File: src/rtl/b8enc_pkg.sv
package b8enc_pkg;

    localparam int unsigned C_ALPHA_W = 63;
    localparam int unsigned C_DATA_W  = 64;
    localparam int unsigned C_ADDR_W  = 4;

    localparam logic [C_ALPHA_W-1:0] C_ALPHABET_RESET = 63'h6365_746E_616D_7973;
    localparam logic [7:0]           C_PAD_RESET      = 8'h24;

    localparam logic [7:0] C_SPACE = 8'h20;
    localparam logic [7:0] C_TAB   = 8'h09;

    // Register index as seen on paddr[3] (registers sit at 8*i).
    localparam logic C_REG_ALPHABET = 1'b0;
    localparam logic C_REG_PAD      = 1'b1;

    // One classified byte: the 3-bit codes it releases, the pads that follow
    // and whether it closes the line.
    typedef struct packed {
        logic [3:0][2:0] codes;
        logic [2:0]      n_codes;
        logic [2:0]      n_pads;
        logic            eol;
    } t_job;

endpackage

File: src/rtl/b8enc_front.sv
module b8enc_front
    import b8enc_pkg::*;
(
    input  logic       i_clk,
    input  logic       i_rst_n,
    input  logic       i_valid,
    output logic       o_ready,
    input  logic [7:0] i_data_byte,
    input  logic       i_line_end,
    input  logic       i_q_full,
    output logic       o_push,
    output t_job       o_job
);

    logic [1:0] r_left, n_left;
    logic [1:0] r_cnt, n_cnt;
    logic       r_start, n_start;

    logic       accept;
    logic       skip;
    logic [9:0] acc;
    t_job       job;

    assign o_ready = !i_q_full;
    assign accept  = i_valid && o_ready;
    // Leading blanks are swallowed; a blank with line_end just ends an empty line.
    assign skip    = r_start && ((i_data_byte == C_SPACE) || (i_data_byte == C_TAB));
    assign acc     = {r_left, i_data_byte};

    // The bit count left over also tells the position within a 3-byte group:
    // 2 bits after one byte, 1 bit after two, none after three.
    always_comb begin
        job        = '0;
        job.eol    = i_line_end;
        n_left     = 2'd0;
        n_cnt      = 2'd0;
        case (r_cnt)
            2'd2: begin
                job.codes[0] = acc[9:7];
                job.codes[1] = acc[6:4];
                job.codes[2] = acc[3:1];
                job.codes[3] = {acc[0], 2'b00};
                job.n_codes  = 3'd3;
                n_left       = {1'b0, acc[0]};
                n_cnt        = 2'd1;
                if (i_line_end) begin
                    job.n_codes = 3'd4;
                    job.n_pads  = 3'd2;
                end
            end
            2'd1: begin
                job.codes[0] = acc[8:6];
                job.codes[1] = acc[5:3];
                job.codes[2] = acc[2:0];
                job.n_codes  = 3'd3;
            end
            default: begin
                job.codes[0] = acc[7:5];
                job.codes[1] = acc[4:2];
                job.codes[2] = {acc[1:0], 1'b0};
                job.n_codes  = 3'd2;
                n_left       = acc[1:0];
                n_cnt        = 2'd2;
                if (i_line_end) begin
                    job.n_codes = 3'd3;
                    job.n_pads  = 3'd5;
                end
            end
        endcase
    end

    assign o_push = accept && !skip;
    assign o_job  = job;

    always_comb begin
        n_start = r_start;
        if (accept && !skip) begin
            n_start = i_line_end;
        end
    end

    always_ff @(posedge i_clk) begin
        if (!i_rst_n) begin
            r_left  <= 2'd0;
            r_cnt   <= 2'd0;
            r_start <= 1'b1;
        end else begin
            r_start <= n_start;
            if (accept && !skip) begin
                r_left <= i_line_end ? 2'd0 : n_left;
                r_cnt  <= i_line_end ? 2'd0 : n_cnt;
            end
        end
    end

    a_cnt_range: assert property (@(posedge i_clk) disable iff (!i_rst_n)
        r_cnt != 2'd3)
        else $error("leftover bit count out of range");
    a_start_clean: assert property (@(posedge i_clk) disable iff (!i_rst_n)
        r_start |-> (r_cnt == 2'd0 && r_left == 2'd0))
        else $error("line start with leftover bits");
    a_no_push_full: assert property (@(posedge i_clk) disable iff (!i_rst_n)
        i_q_full |-> !o_push)
        else $error("push into full queue");

endmodule

File: src/rtl/b8enc_fifo.sv
module b8enc_fifo
    import b8enc_pkg::*;
(
    input  logic i_clk,
    input  logic i_rst_n,
    input  logic i_push,
    input  t_job i_job,
    output logic o_full,
    input  logic i_pop,
    output logic o_valid,
    output t_job o_job
);

    t_job       r_mem [2];
    logic       r_wptr;
    logic       r_rptr;
    logic [1:0] r_count;

    assign o_full  = (r_count == 2'd2);
    assign o_valid = (r_count != 2'd0);
    assign o_job   = r_mem[r_rptr];

    always_ff @(posedge i_clk) begin
        if (i_push) begin
            r_mem[r_wptr] <= i_job;
        end
    end

    always_ff @(posedge i_clk) begin
        if (!i_rst_n) begin
            r_wptr  <= 1'b0;
            r_rptr  <= 1'b0;
            r_count <= 2'd0;
        end else begin
            if (i_push) begin
                r_wptr <= !r_wptr;
            end
            if (i_pop) begin
                r_rptr <= !r_rptr;
            end
            r_count <= r_count + 2'(i_push) - 2'(i_pop);
        end
    end

    a_count_range: assert property (@(posedge i_clk) disable iff (!i_rst_n)
        r_count != 2'd3)
        else $error("queue count out of range");
    a_no_pop_empty: assert property (@(posedge i_clk) disable iff (!i_rst_n)
        i_pop |-> o_valid)
        else $error("pop from empty queue");
    a_ptr_count: assert property (@(posedge i_clk) disable iff (!i_rst_n)
        (r_count == 2'd0 || r_count == 2'd2) |-> (r_wptr == r_rptr))
        else $error("queue pointers disagree with count");

endmodule

File: src/rtl/b8enc_back.sv
module b8enc_back
    import b8enc_pkg::*;
(
    input  logic                 i_clk,
    input  logic                 i_rst_n,
    input  logic                 i_q_valid,
    input  t_job                 i_job,
    output logic                 o_pop,
    input  logic [C_ALPHA_W-1:0] i_alphabet,
    input  logic [7:0]           i_pad_char,
    output logic                 o_valid,
    input  logic                 i_ready,
    output logic [7:0]           o_symbol,
    output logic                 o_last
);

    logic [2:0] r_idx;
    logic       r_out_valid;
    logic [7:0] r_symbol;
    logic       r_last;

    logic [3:0]  total;
    logic        is_final;
    logic        load;
    logic [2:0]  code;
    logic [63:0] alpha64;
    logic [7:0]  sym;

    assign total    = {1'b0, i_job.n_codes} + {1'b0, i_job.n_pads};
    assign is_final = ({1'b0, r_idx} == (total - 4'd1));
    assign load     = i_q_valid && (!r_out_valid || i_ready);
    assign o_pop    = load && is_final;

    assign alpha64 = {1'b0, i_alphabet};
    assign code    = i_job.codes[r_idx[1:0]];

    always_comb begin
        if (r_idx < i_job.n_codes) begin
            sym = alpha64[{code, 3'b000} +: 8];
        end else begin
            sym = i_pad_char;
        end
    end

    always_ff @(posedge i_clk) begin
        if (load) begin
            r_symbol <= sym;
            r_last   <= i_job.eol && is_final;
        end
    end

    always_ff @(posedge i_clk) begin
        if (!i_rst_n) begin
            r_idx       <= 3'd0;
            r_out_valid <= 1'b0;
        end else begin
            if (load) begin
                r_idx       <= is_final ? 3'd0 : (r_idx + 3'd1);
                r_out_valid <= 1'b1;
            end else if (i_ready) begin
                r_out_valid <= 1'b0;
            end
        end
    end

    assign o_valid  = r_out_valid;
    assign o_symbol = r_symbol;
    assign o_last   = r_last;

    a_idx_bound: assert property (@(posedge i_clk) disable iff (!i_rst_n)
        i_q_valid |-> ({1'b0, r_idx} < total))
        else $error("symbol index beyond job length");
    a_idx_idle: assert property (@(posedge i_clk) disable iff (!i_rst_n)
        !i_q_valid |-> (r_idx == 3'd0))
        else $error("symbol index left over without a job");
    a_last_at_end: assert property (@(posedge i_clk) disable iff (!i_rst_n)
        o_pop && i_job.eol |=> (o_valid && o_last))
        else $error("line end did not flag the last symbol");

endmodule

File: src/rtl/base8_text_encoder_unit.sv
// Base-8 text encoder. Bytes of a line enter on i_valid/o_ready, leading spaces
// and tabs are dropped, and each byte is encoded MSB first as 3-bit groups that
// pick characters from the alphabet register; at line end a partial group is
// zero-filled and pad characters follow so that each 3-byte group yields eight
// symbols, the final one flagged by o_last. Symbols leave from an output
// register at one per cycle while i_ready holds; a byte yields 2 or 3 symbols
// mid-line and up to 8 on the line's final byte. The input side classifies a
// byte combinationally and hands it to a two-entry queue, so it keeps
// accepting bytes while the output drains until the queue is full; the first
// symbol passes through the queue and then the output register. Registers are
// written over the APB port with 64-bit data: alphabet at 0x0 (symbol k in
// byte k, 63 bits) and pad_char at 0x8. Registers should be written only when
// no line is in flight.
module base8_text_encoder_unit
    import b8enc_pkg::*;
(
    input  logic                i_clk,
    input  logic                i_rst_n,
    input  logic                psel,
    input  logic                penable,
    input  logic                pwrite,
    input  logic [C_ADDR_W-1:0] paddr,
    input  logic [C_DATA_W-1:0] pwdata,
    output logic [C_DATA_W-1:0] prdata,
    output logic                pready,
    input  logic                i_valid,
    output logic                o_ready,
    input  logic [7:0]          i_data_byte,
    input  logic                i_line_end,
    output logic                o_valid,
    input  logic                i_ready,
    output logic [7:0]          o_symbol,
    output logic                o_last
);

    logic [C_ALPHA_W-1:0] r_alphabet;
    logic [7:0]           r_pad_char;
    logic                 wr_en;

    logic q_full;
    logic q_push;
    logic q_pop;
    logic q_valid;
    t_job front_job;
    t_job head_job;

    assign pready = 1'b1;
    assign wr_en  = psel && penable && pwrite && pready;

    always_ff @(posedge i_clk) begin
        if (!i_rst_n) begin
            r_alphabet <= C_ALPHABET_RESET;
            r_pad_char <= C_PAD_RESET;
        end else if (wr_en) begin
            if (paddr[3] == C_REG_ALPHABET) begin
                r_alphabet <= pwdata[C_ALPHA_W-1:0];
            end else begin
                r_pad_char <= pwdata[7:0];
            end
        end
    end

    always_comb begin
        case (paddr[3])
            C_REG_ALPHABET: prdata = {1'b0, r_alphabet};
            C_REG_PAD:      prdata = {56'd0, r_pad_char};
            default:        prdata = '0;
        endcase
    end

    b8enc_front u_front (
        .i_clk       (i_clk),
        .i_rst_n     (i_rst_n),
        .i_valid     (i_valid),
        .o_ready     (o_ready),
        .i_data_byte (i_data_byte),
        .i_line_end  (i_line_end),
        .i_q_full    (q_full),
        .o_push      (q_push),
        .o_job       (front_job)
    );

    b8enc_fifo u_fifo (
        .i_clk   (i_clk),
        .i_rst_n (i_rst_n),
        .i_push  (q_push),
        .i_job   (front_job),
        .o_full  (q_full),
        .i_pop   (q_pop),
        .o_valid (q_valid),
        .o_job   (head_job)
    );

    b8enc_back u_back (
        .i_clk      (i_clk),
        .i_rst_n    (i_rst_n),
        .i_q_valid  (q_valid),
        .i_job      (head_job),
        .o_pop      (q_pop),
        .i_alphabet (r_alphabet),
        .i_pad_char (r_pad_char),
        .o_valid    (o_valid),
        .i_ready    (i_ready),
        .o_symbol   (o_symbol),
        .o_last     (o_last)
    );

endmodule

File: config.mk
export PLATFORM = sky130hd
export DESIGN_NAME = base8_text_encoder_unit
export DESIGN_NICKNAME = d
export VERILOG_FILES = /design/src/rtl/b8enc_pkg.sv /design/src/rtl/b8enc_front.sv /design/src/rtl/b8enc_fifo.sv /design/src/rtl/b8enc_back.sv /design/src/rtl/base8_text_encoder_unit.sv
export SDC_FILE = /design/constraint.sdc
export NUM_CORES = 1
export LEC_CHECK = 0
export CAP_MARGIN = 20
export CORE_ASPECT_RATIO = 0.9
export CORE_MARGIN = 10
export CORE_UTILIZATION = 64
export DETAILED_ROUTE_END_ITERATION = 8
export DONT_BUFFER_PORTS = 1
export PLACE_DENSITY_LB_ADDON = 0.05
export RECOVER_POWER = 50
export SLEW_MARGIN = 20
export SYNTH_ARGS = -nofsm -noshare
export SYNTH_HDL_FRONTEND = slang
export SYNTH_SLANG_ARGS = --single-unit
export TNS_END_PERCENT = 10
File: constraint.sdc
create_clock -name i_clk -period 4.4 [get_ports i_clk]
set_input_delay 0.88 -clock i_clk [delete_from_list [all_inputs] [get_ports i_clk]]
set_output_delay 0.88 -clock i_clk [all_outputs]
set_load 0.02 [all_outputs]
==> reports/metrics.csv, run 1 <==
metric,value,unit
status,"complete, but fails checks",
violations,"max-capacitance violations, max-slew violations",
ys_seq_area_share,45.9,%
finalHoldViolCount,0,
dp_hpwl,11400,um
post-route-period-util,83.4,%
finalMaxSlewViolations,43,
worstPathCellList,nand3_1 > nor2_1 > clkbuf_1 > nand2_1 > nand3_1,
place_area,6200,sq um
nFillCells,762,
path_clk_slew,0.05,ns
syn_inst,679,
antenna_found_initial,0,
crit_top_cell,nand3_1,
syn_nets,775,
vias,4732,
p_comb_share,29.1,%
gr-usage-all-layers,22.3,%
drt-initial-drc-count,461,
post_cts_buffers,0,
wl_met3,1730,um
ir_drop,0.392,mV
drive_gt1_share,9.45,%
ys.flop_type,dfxtp_1,
drtAntennaViolNets,0,
die-area,14100,sq um
startpoint,pwrite,
synthToLayoutAreaGrowth,8.32,%
p_int,0.00272,W
overflow,0,
p_sw,0.00133,W
port_buffers,0,
p_seq_share,37.7,%
wl_met2,7070,um
die_h,114,um
highest_layer,met4,
slowest_delay,2.04,ns
crit_buf_inv,1,
worst_hold_path_type,input port to flop,
cts_inserted_buffers,17,
cts_hold_buf,0,
die_x,124,um
std_cell_rows,34,
syn-cell-area,6250,sq um
async_reset_ff_share,0,%
start_util,65.0,%
synth_cell_types,61,
cp_top_family,simple AND/OR/NAND/NOR gates,
synth-edff-count,39,
drc,0,
clockRootBuffer,clkbuf_8,
cts-resized-gates,0,
cts_tree,yes,
worst-path-stages,5,
grt_pass1_wl,24700,um
switching_share,32.8,%
fin_nets,751,
rsz0062_at_grt,false,
fin_area,6770,sq um
cp.required,4.85,ns
p_clk_share,33.2,%
place_congestion,0.867,
clk_path_buf_depth,2,
layout_min_cycle_time,3.67,ns
vias_per_cell,5.97,
ff2ff_path_depth,16,
cp.arrival,4.12,ns
slowest_stage,nor2_1,
wl_per_cell,19.9,um
setup_violations,0,
cp-end-kind,flop,
critical_path_class,input port to flop,
crit_fanout,42,
h-tree-depth,4,
p_per_area,597,nW/um^2
relSlewSlack,-84.4,%
clock_sinks,124,
avgSynthCellArea,9.21,sq um
antenna_cells,0,
skew,0.0101,ns
setup.worst_path.start_class,input port,
drt-met1-wl,6790,um
first_pass_iters,7,
grt_max_degree,86,
fin_tns_setup,0,ns
clock_latency,0.52,ns
p_leak,2.69,nW
grt_pass1_vias,4653,
yosys_warnings,0,
hold_path.startpoint,i_rst_n,
power,0.00405,W
worstHoldPathCells,1,
ios,160,
cap_violations,1,
ys_ff_latch,124,
worstMarginPinSlew,2.76,ns
routed_wl,15800,um
core,9610,sq um
fmax,272,MHz
==> metrics by stage <==
stage	utilization [%]	instances	hold slack, ns	setup slack, ns
final	70.5	793	0.435	0.730
after global placement	64.5	762	0.452	1.03
after global routing	70.5	793	0.404	0.448
after floorplan	-	679	0.439	1.21
after detailed placement	64.5	762	0.453	0.881
after CTS	70.6	793	0.416	0.888
==> kinds of logic (layout without fill, tap and decap cells) <==
family,count (synthesis),count (layout),share of synthesized area [%]
AND/OR/NAND/NOR,324,324,24.1
adder cells (fa/ha/maj),12,12,2.52
flip-flops,124,124,45.9
multiplexers,49,49,8.54
buffers and inverters,60,48,4.76
AO/OA/AOI/OAI,101,101,13.0
other,2,2,0.120
XOR/XNOR,7,7,0.980
==> synth_stat cells (all sizes together) (4+ instances only) <==
| library cell | count | area, sq um |
|---|---|---|
| buf | 11 | 114 |
| and3 | 6 | 37.5 |
| nor2b | 64 | 403 |
| inv | 13 | 48.8 |
| nor2 | 16 | 60.1 |
| and2 | 11 | 71.3 |
| edfxtp | 39 | 1170 |
| o22ai | 4 | 50.1 |
| mux2i | 29 | 290 |
| xor2 | 4 | 35.0 |
| a22oi | 11 | 106 |
| dfxtp | 85 | 1700 |
| mux2 | 20 | 244 |
| clkbuf | 35 | 131 |
| o21ai | 19 | 95.1 |
| o221a | 5 | 56.3 |
| nand2b | 5 | 31.3 |
| ha | 11 | 138 |
| nand3 | 39 | 195 |
| a21boi | 40 | 300 |
| nand2 | 176 | 663 |
==> power groups by stage <==
stage / Combinational, W / Sequential, W / Clock [W]
finish: 0.00118 / 0.00153 / 0.00134
global route: 0.00129 / 0.00154 / 0.00142
CTS: 0.00117 / 0.00153 / 0.00136
detailed placement: 0.00116 / 0.00155 / 0
global placement: 0.00113 / 0.00154 / 0
floorplan: 0.00104 / 0.00149 / 0
==> state kept, by name, summed over array words and instances, names as in the netlist, named ones only <==
signal / count
u_back.o_last: 1
u_back.o_symbol: 8
u_fifo.r_wptr: 1
r_pad_char: 8
u_fifo.r_mem: 30
u_front.r_start: 1
u_back.r_idx: 3
u_fifo.r_count: 2
u_front.r_left: 2
r_alphabet: 63
u_fifo.r_rptr: 1
u_back.o_valid: 1
u_front.r_cnt: 2
==> metal layers <==
layer / vias to the layer above / GRT usage (%)
li1: 2255 / -
met1: 2272 / 29.7
met2: 190 / 32.5
met3: 15 / 9.19
met4: 0 / 6.21
met5: - / 0
==> cell type report <==
type	count	area, sq um	area share [%]
multi-input cells	495	3090	45.6
well taps	126	158	2.33
clock inverters	5	51.3	0.757
repair buffers	3	18.8	0.277
inverters	14	52.6	0.776
clock buffers	26	531	7.83
flip-flops and latches	124	2870	42.4
==> layout by cell type (no fill, tap or decap), types with 12 or more instances in the layout <==
cell	netlist	final
clkbuf_16	0	18
dfxtp_1	85	85
nand2_1	175	175
a21boi_0	4	37
mux2i_1	29	29
nand3_1	39	39
inv_1	12	12
o21ai_0	12	12
nor2_1	16	16
nor2b_1	63	63
edfxtp_1	39	39
==> final timing paths <==
path,to,slack (ns)
max reg2reg,u_fifo.r_count[1]$_SDFF_PN0_,0.88
max,r_alphabet[38]$_SDFFE_PN1P_,0.73
min,u_front.r_start$_SDFFE_PN1P_,0.44
min reg2reg,r_alphabet[9]$_SDFFE_PN0P_,0.47
(Power assumes the default switching activity.)
==> run 2, diff against run 1 <==
- clock period: 4.4 -> 3.8 ns (I/O delays scaled with it)
==> run 2 against run 1 <==
  * The flow still finishes with violations (max-capacitance violations, max-slew violations)
  * Count of clock-buffer cells in the layout is 2 lower
  * Critical path type is now flop to flop
  * Sequential cell count did not move
  * First-iteration DRC count is 7.8% lower
  * Clock skew shrank 0.0041 ns
  * Largest cell class unchanged
  * Highest routed layer unchanged
==> reports/metrics.csv, run 2 (same netlist as run 1, synthesis figures left out) <==
metric,value,unit
overflow,0,
first_pass_iters,5,
drtAntennaViolNets,0,
post_cts_buffers,0,
p_leak,2.69,nW
cp.arrival,3.91,ns
power,0.00474,W
slowest_delay,0.49,ns
slowest_stage,fa_1,
core,9610,sq um
largest-register,r_alphabet,
clockRootBuffer,clkbuf_8,
cap_violations,1,
grt_max_degree,86,
die-area,14100,sq um
worstPathCellList,mux2i_2 > ha_1 > inv_1 > ha_1 > inv_1 > fa_1 > xor2_1 > nand4_1 > nor2_1 > ha_1 > inv_1 > ha_1 > xnor2_1 > xnor2_1 > and2_1,
routed_wl,16100,um
place_congestion,0.824,
start_util,65.0,%
setup_violations,0,
vias,4753,
instances_no_fill,796,
cts-resized-gates,0,
fin_nets,752,
dp_hpwl,11500,um
cts_hold_buf,0,
ios,160,
final_common_cell,nand2_1,
worstMarginPinSlew,1.76,ns
antenna_found_initial,1,
clk_path_buf_depth,2,
crit_fanout,6,
drive_gt1_share,10.0,%
clock_latency,0.52,ns
mostFrequentLayoutCells,"nand2_1 (175), dfxtp_1 (84), nor2b_1 (63), nand3_1 (39), edfxtp_1 (39)",
p_per_area,697,nW/um^2
die_h,114,um
cts_tree,yes,
rsz0062_at_grt,false,
finalHoldViolCount,0,
setup.worst_path.start_class,flop,
crit_top_cell,ha_1,
path_clk_slew,0.05,ns
grt_pass1_vias,4672,
ir_drop,0.482,mV
grt_pass1_wl,25100,um
clock_sinks,124,
critical_path_class,flop to flop,
post-route-period-util,92.1,%
wl_per_cell,20.2,um
finalMaxSlewViolations,45,
h-tree-depth,4,
skew,0.00595,ns
relSlewSlack,-17.6,%
cp-end-kind,flop,
synthToLayoutAreaGrowth,8.68,%
largestRegisters,"r_alphabet (63), u_fifo.r_mem (30)",
violations,"max-capacitance violations, max-slew violations",
worst_hold_path_type,input port to flop,
vias_per_cell,5.97,
place_inst,763,
die_x,124,um
whs,0.304,ns
fmax,286,MHz
drt-initial-drc-count,425,
port_buffers,0,
gr-usage-all-layers,22.6,%
drc,0,
status,"complete, but fails checks",
std_cell_rows,34,
layout_min_cycle_time,3.50,ns
cts_inserted_buffers,17,
cp.required,4.21,ns
fin_tns_setup,0,ns
nFillCells,792,
largest_reg_flops,63,
## run 2: changes by cell type in the layout (fill, tap and decap cells not counted), sizes merged
cell and change:
buf +1, bufinv +2, clkbuf -2, clkinv +2
diode +1, inv -1
## run 2: through the flow
stage	util [%]	worst slack [ns]	cell area (sq um)
2_1_floorplan	-	0.608	6250
3_3_place_gp	64.5	0.392	6210
3_5_place_dp	64.5	0.177	6210
4_1_cts	70.6	0.146	6790
5_1_grt	70.7	0.0325	6790
6_report	70.7	0.300	6800
## run 2: area by class of cell
class                      instances  area [sq um]  area share, %
timing repair buffer               4          26.3          0.387
tap                              126           158           2.32
clock buffer                      24           470           6.92
clock inverter                     8           115           1.69
sequential                       124          2870           42.3
inverter                          14          52.6          0.773
multi-input combinational        495          3100           45.6
antenna                            1          2.50         0.0368
## run 2: critical path, delay by kind of cell, from the launching register on
family                   cells  cell delay, ns
AND/OR/NAND/NOR              3            0.73
buffers and inverters        3            0.16
XOR/XNOR                     3            0.37
flip-flops                   1            0.43
adder cells (fa/ha/maj)      5            1.33
multiplexers                 1            0.36
## run 2: metal layers
| layer | GRT usage, % | part of all wire [%] | routed length [um] |
|---|---|---|---|
| met1 | 31.0 | 45 | 7310 |
| met2 | 32.7 | 44 | 7060 |
| met3 | 7.95 | 9.7 | 1570 |
| met4 | 6.90 | 0.89 | 143 |
| met5 | 0 | 0 | 0 |
## run 2: path summary, 6_finish.rpt
path,depth (start not counted),endpoint,from,slack (ns)
setup / recovery,15,u_fifo.r_count[1]$_SDFF_PN0_,flop,0.30
setup reg to reg,15,u_fifo.r_count[1]$_SDFF_PN0_,flop,0.30
hold reg to reg,2,r_alphabet[9]$_SDFFE_PN0P_,r_alphabet[9]$_SDFFE_PN0P_,0.47
hold / removal,1,u_front.r_start$_SDFFE_PN1P_,i_rst_n,0.30
## run 2: report_power, final
group | switching (W) | leakage, nW | internal (W) | total, W
registers | 0.000184 | 1.06 | 0.00159 | 0.00177
logic | 0.000817 | 1.34 | 0.000553 | 0.00137
clock network | 0.000550 | 0.293 | 0.00105 | 0.00159
==> run 3, diff against run 2 <==
- ABC_AREA: default -> 1
- CORE_UTILIZATION: 64 -> 63
==> run 3 against run 2 <==
  * The run still ends with max-capacitance violations, max-slew violations left
  * Synthesized cell count grew 16%
  * Final cell count grew 14%
  * Global-route usage grew 1.2 points
  * Wire length grew 5.4%
  * Via count grew 14%
  * Clock power is essentially flat
  * Die area shrank 1.7%
  * Largest power group unchanged
==> reports/metrics.csv, run 3 <==
metric,value,unit
status,"complete, but fails checks",
violations,"max-capacitance violations, max-slew violations",
largestRegisters,"r_alphabet (63), u_fifo.r_mem (30)",
drt-met1-wl,6640,um
fin_tns_setup,0,ns
clockRootBuffer,clkbuf_8,
post_cts_buffers,0,
core,9210,sq um
syn-cell-area,6030,sq um
wl_met2,7770,um
ff2ff_path_depth,16,
layout_min_cycle_time,3.41,ns
grt_max_degree,74,
drtAntennaViolNets,0,
wl_per_cell,18.7,um
critical_path_class,flop to flop,
async_reset_ff_share,0,%
antenna_found_initial,0,
synthTopCellsByArea,"dfxtp_1 (28%), edfxtp_1 (19%), nand3_1 (8.3%)",
place_inst,873,
cts_inserted_buffers,17,
worstMarginPinSlew,2.59,ns
ys.flop_type,dfxtp_1,
fin_util,71.6,%
ys_seq_area_share,47.6,%
wl_met3,2170,um
std_cell_rows,33,
drc,0,
setup_violations,0,
die_h,113,um
cts_tree,yes,
grt_pass1_vias,5165,
path_clk_slew,0.06,ns
worst_hold_path_type,input port to flop,
finalMaxSlewViolations,71,
overflow,0,
fin_area,6600,sq um
cap_violations,1,
crit_fanout,6,
drt-initial-drc-count,574,
synth_top_cell_area_share,28.2,%
slowest_stage,dfxtp_1,
clk_path_buf_depth,2,
dp_hpwl,11800,um
mostFrequentLayoutCells,"nand2_1 (111), inv_1 (101), nand3_1 (100), o21ai_0 (89), nor2_1 (86)",
place_congestion,0.873,
setup.worst_path.start_class,flop,
cp-end-kind,flop,
cts_hold_buf,0,
cts-resized-gates,0,
die-area,13900,sq um
rsz0062_at_grt,false,
synthToLayoutAreaGrowth,9.38,%
cp.arrival,3.87,ns
gr-usage-all-layers,23.8,%
finalHoldViolCount,0,
vias,5439,
routed_wl,16900,um
power,0.00489,W
relSlewSlack,-72.4,%
worstHoldPathCells,1,
syn_inst,788,
final_common_cell,nand2_1,
first_pass_iters,5,
largest_reg_flops,63,
crit_top_cell,ha_1,
fmax,293,MHz
drive_gt1_share,6.00,%
yosys.area.top_type,dfxtp_1,
synth.most_common_cell,nand2_1,
slowest_delay,0.48,ns
place_area,6030,sq um
avgSynthCellArea,7.65,sq um
fin_nets,866,
yosys_warnings,0,
ios,160,
die_x,123,um
vias_per_cell,6.01,
syn_nets,884,
skew,0.0113,ns
worstPathCellList,mux2i_1 > ha_1 > inv_1 > ha_1 > inv_1 > fa_1 > xnor2_1 > nor2_1 > nand2_1 > nor2_1 > ha_1 > inv_1 > ha_1 > xor2_1 > o21ai_0 > a21oi_1,
grt_pass1_wl,26400,um
clock_sinks,124,
ys_ff_latch,124,
highest_layer,met4,
cp.required,4.26,ns
post-route-period-util,89.8,%
clock_latency,0.52,ns
p_leak,2.93,nW
ir_drop,0.623,mV
synth-edff-count,39,
h-tree-depth,4,
synth_cell_types,39,
largest-register,r_alphabet,
port_buffers,0,
start_util,65.5,%
p_per_area,742,nW/um^2
instances_no_fill,905,
antenna_cells,0,
yosys-top-cells-count,"nand2_1 (111), inv_1 (101), nand3_1 (100)",
[run 3: changes by cell type after synthesis, moves of 61 or more]
cell	before	now
inv_1	12	101
nor2_1	16	86
nor2b_1	63	0
nand3_1	39	100
o21ai_0	12	89
a21oi_1	2	74
nand2_1	175	111
[run 3: final timing paths]
path,startpoint,end,slack [ns]
setup / recovery,flop,u_fifo.r_count[1]$_SDFF_PN0_,0.39
hold / removal,i_rst_n,u_front.r_start$_SDFFE_PN1P_,0.32
setup reg to reg,flop,u_fifo.r_count[1]$_SDFF_PN0_,0.39
hold reg to reg,u_front.r_left[1]$_SDFFE_PN0P_,u_front.r_left[1]$_SDFFE_PN0P_,0.47
[run 3: per-stage QoR]
step                setup slack, ns  hold slack, ns
floorplan                     0.720           0.444
global placement              0.646           0.453
detailed placement            0.489           0.461
CTS                           0.381           0.310
global route                  0.132           0.308
finish                        0.386           0.323
[run 3: power by group]
part	internal, W	switching [W]
registers	0.00161	0.000178
clock network	0.000970	0.000601
logic	0.000459	0.00108
total	0.00303	0.00186
[run 3: kinds of logic after synthesis]
group,count (synthesis),synth area share [%]
xor gates and xnor gates,6,0.872
other,2,0.125
muxes,4,0.664
buffers and inverters,152,10.5
AOI/OAI and AO/OA,182,16.1
and+or+nand+nor,306,21.5
adders and majority gates,12,2.61
DFF,124,47.6
[run 3: critical path: cells and delay by family, from the launching register on]
family                   cells  cell delay (ns)
AO/OA/AOI/OAI                2             0.23
XOR/XNOR                     2             0.38
adder cells (fa/ha/maj)      5             1.32
buffers and inverters        3             0.14
flip-flops                   1             0.48
multiplexers                 1             0.37
AND/OR/NAND/NOR              3             0.41
[run 3: routing by layer]
metal	up-vias	GRT usage (%)
met5	-	0
met4	0	7.21
met3	38	9.54
met2	319	37.2
met1	2529	29.7
li1	2553	-
[run 3: final cells by class]
class,instances,area [sq um]
clock buffer,21,483
clock inverter,11,104
fill,736,2610
inverter,105,399
multi-input combinational,512,2530
sequential,124,2870
tap,122,153
timing repair buffer,10,56.3
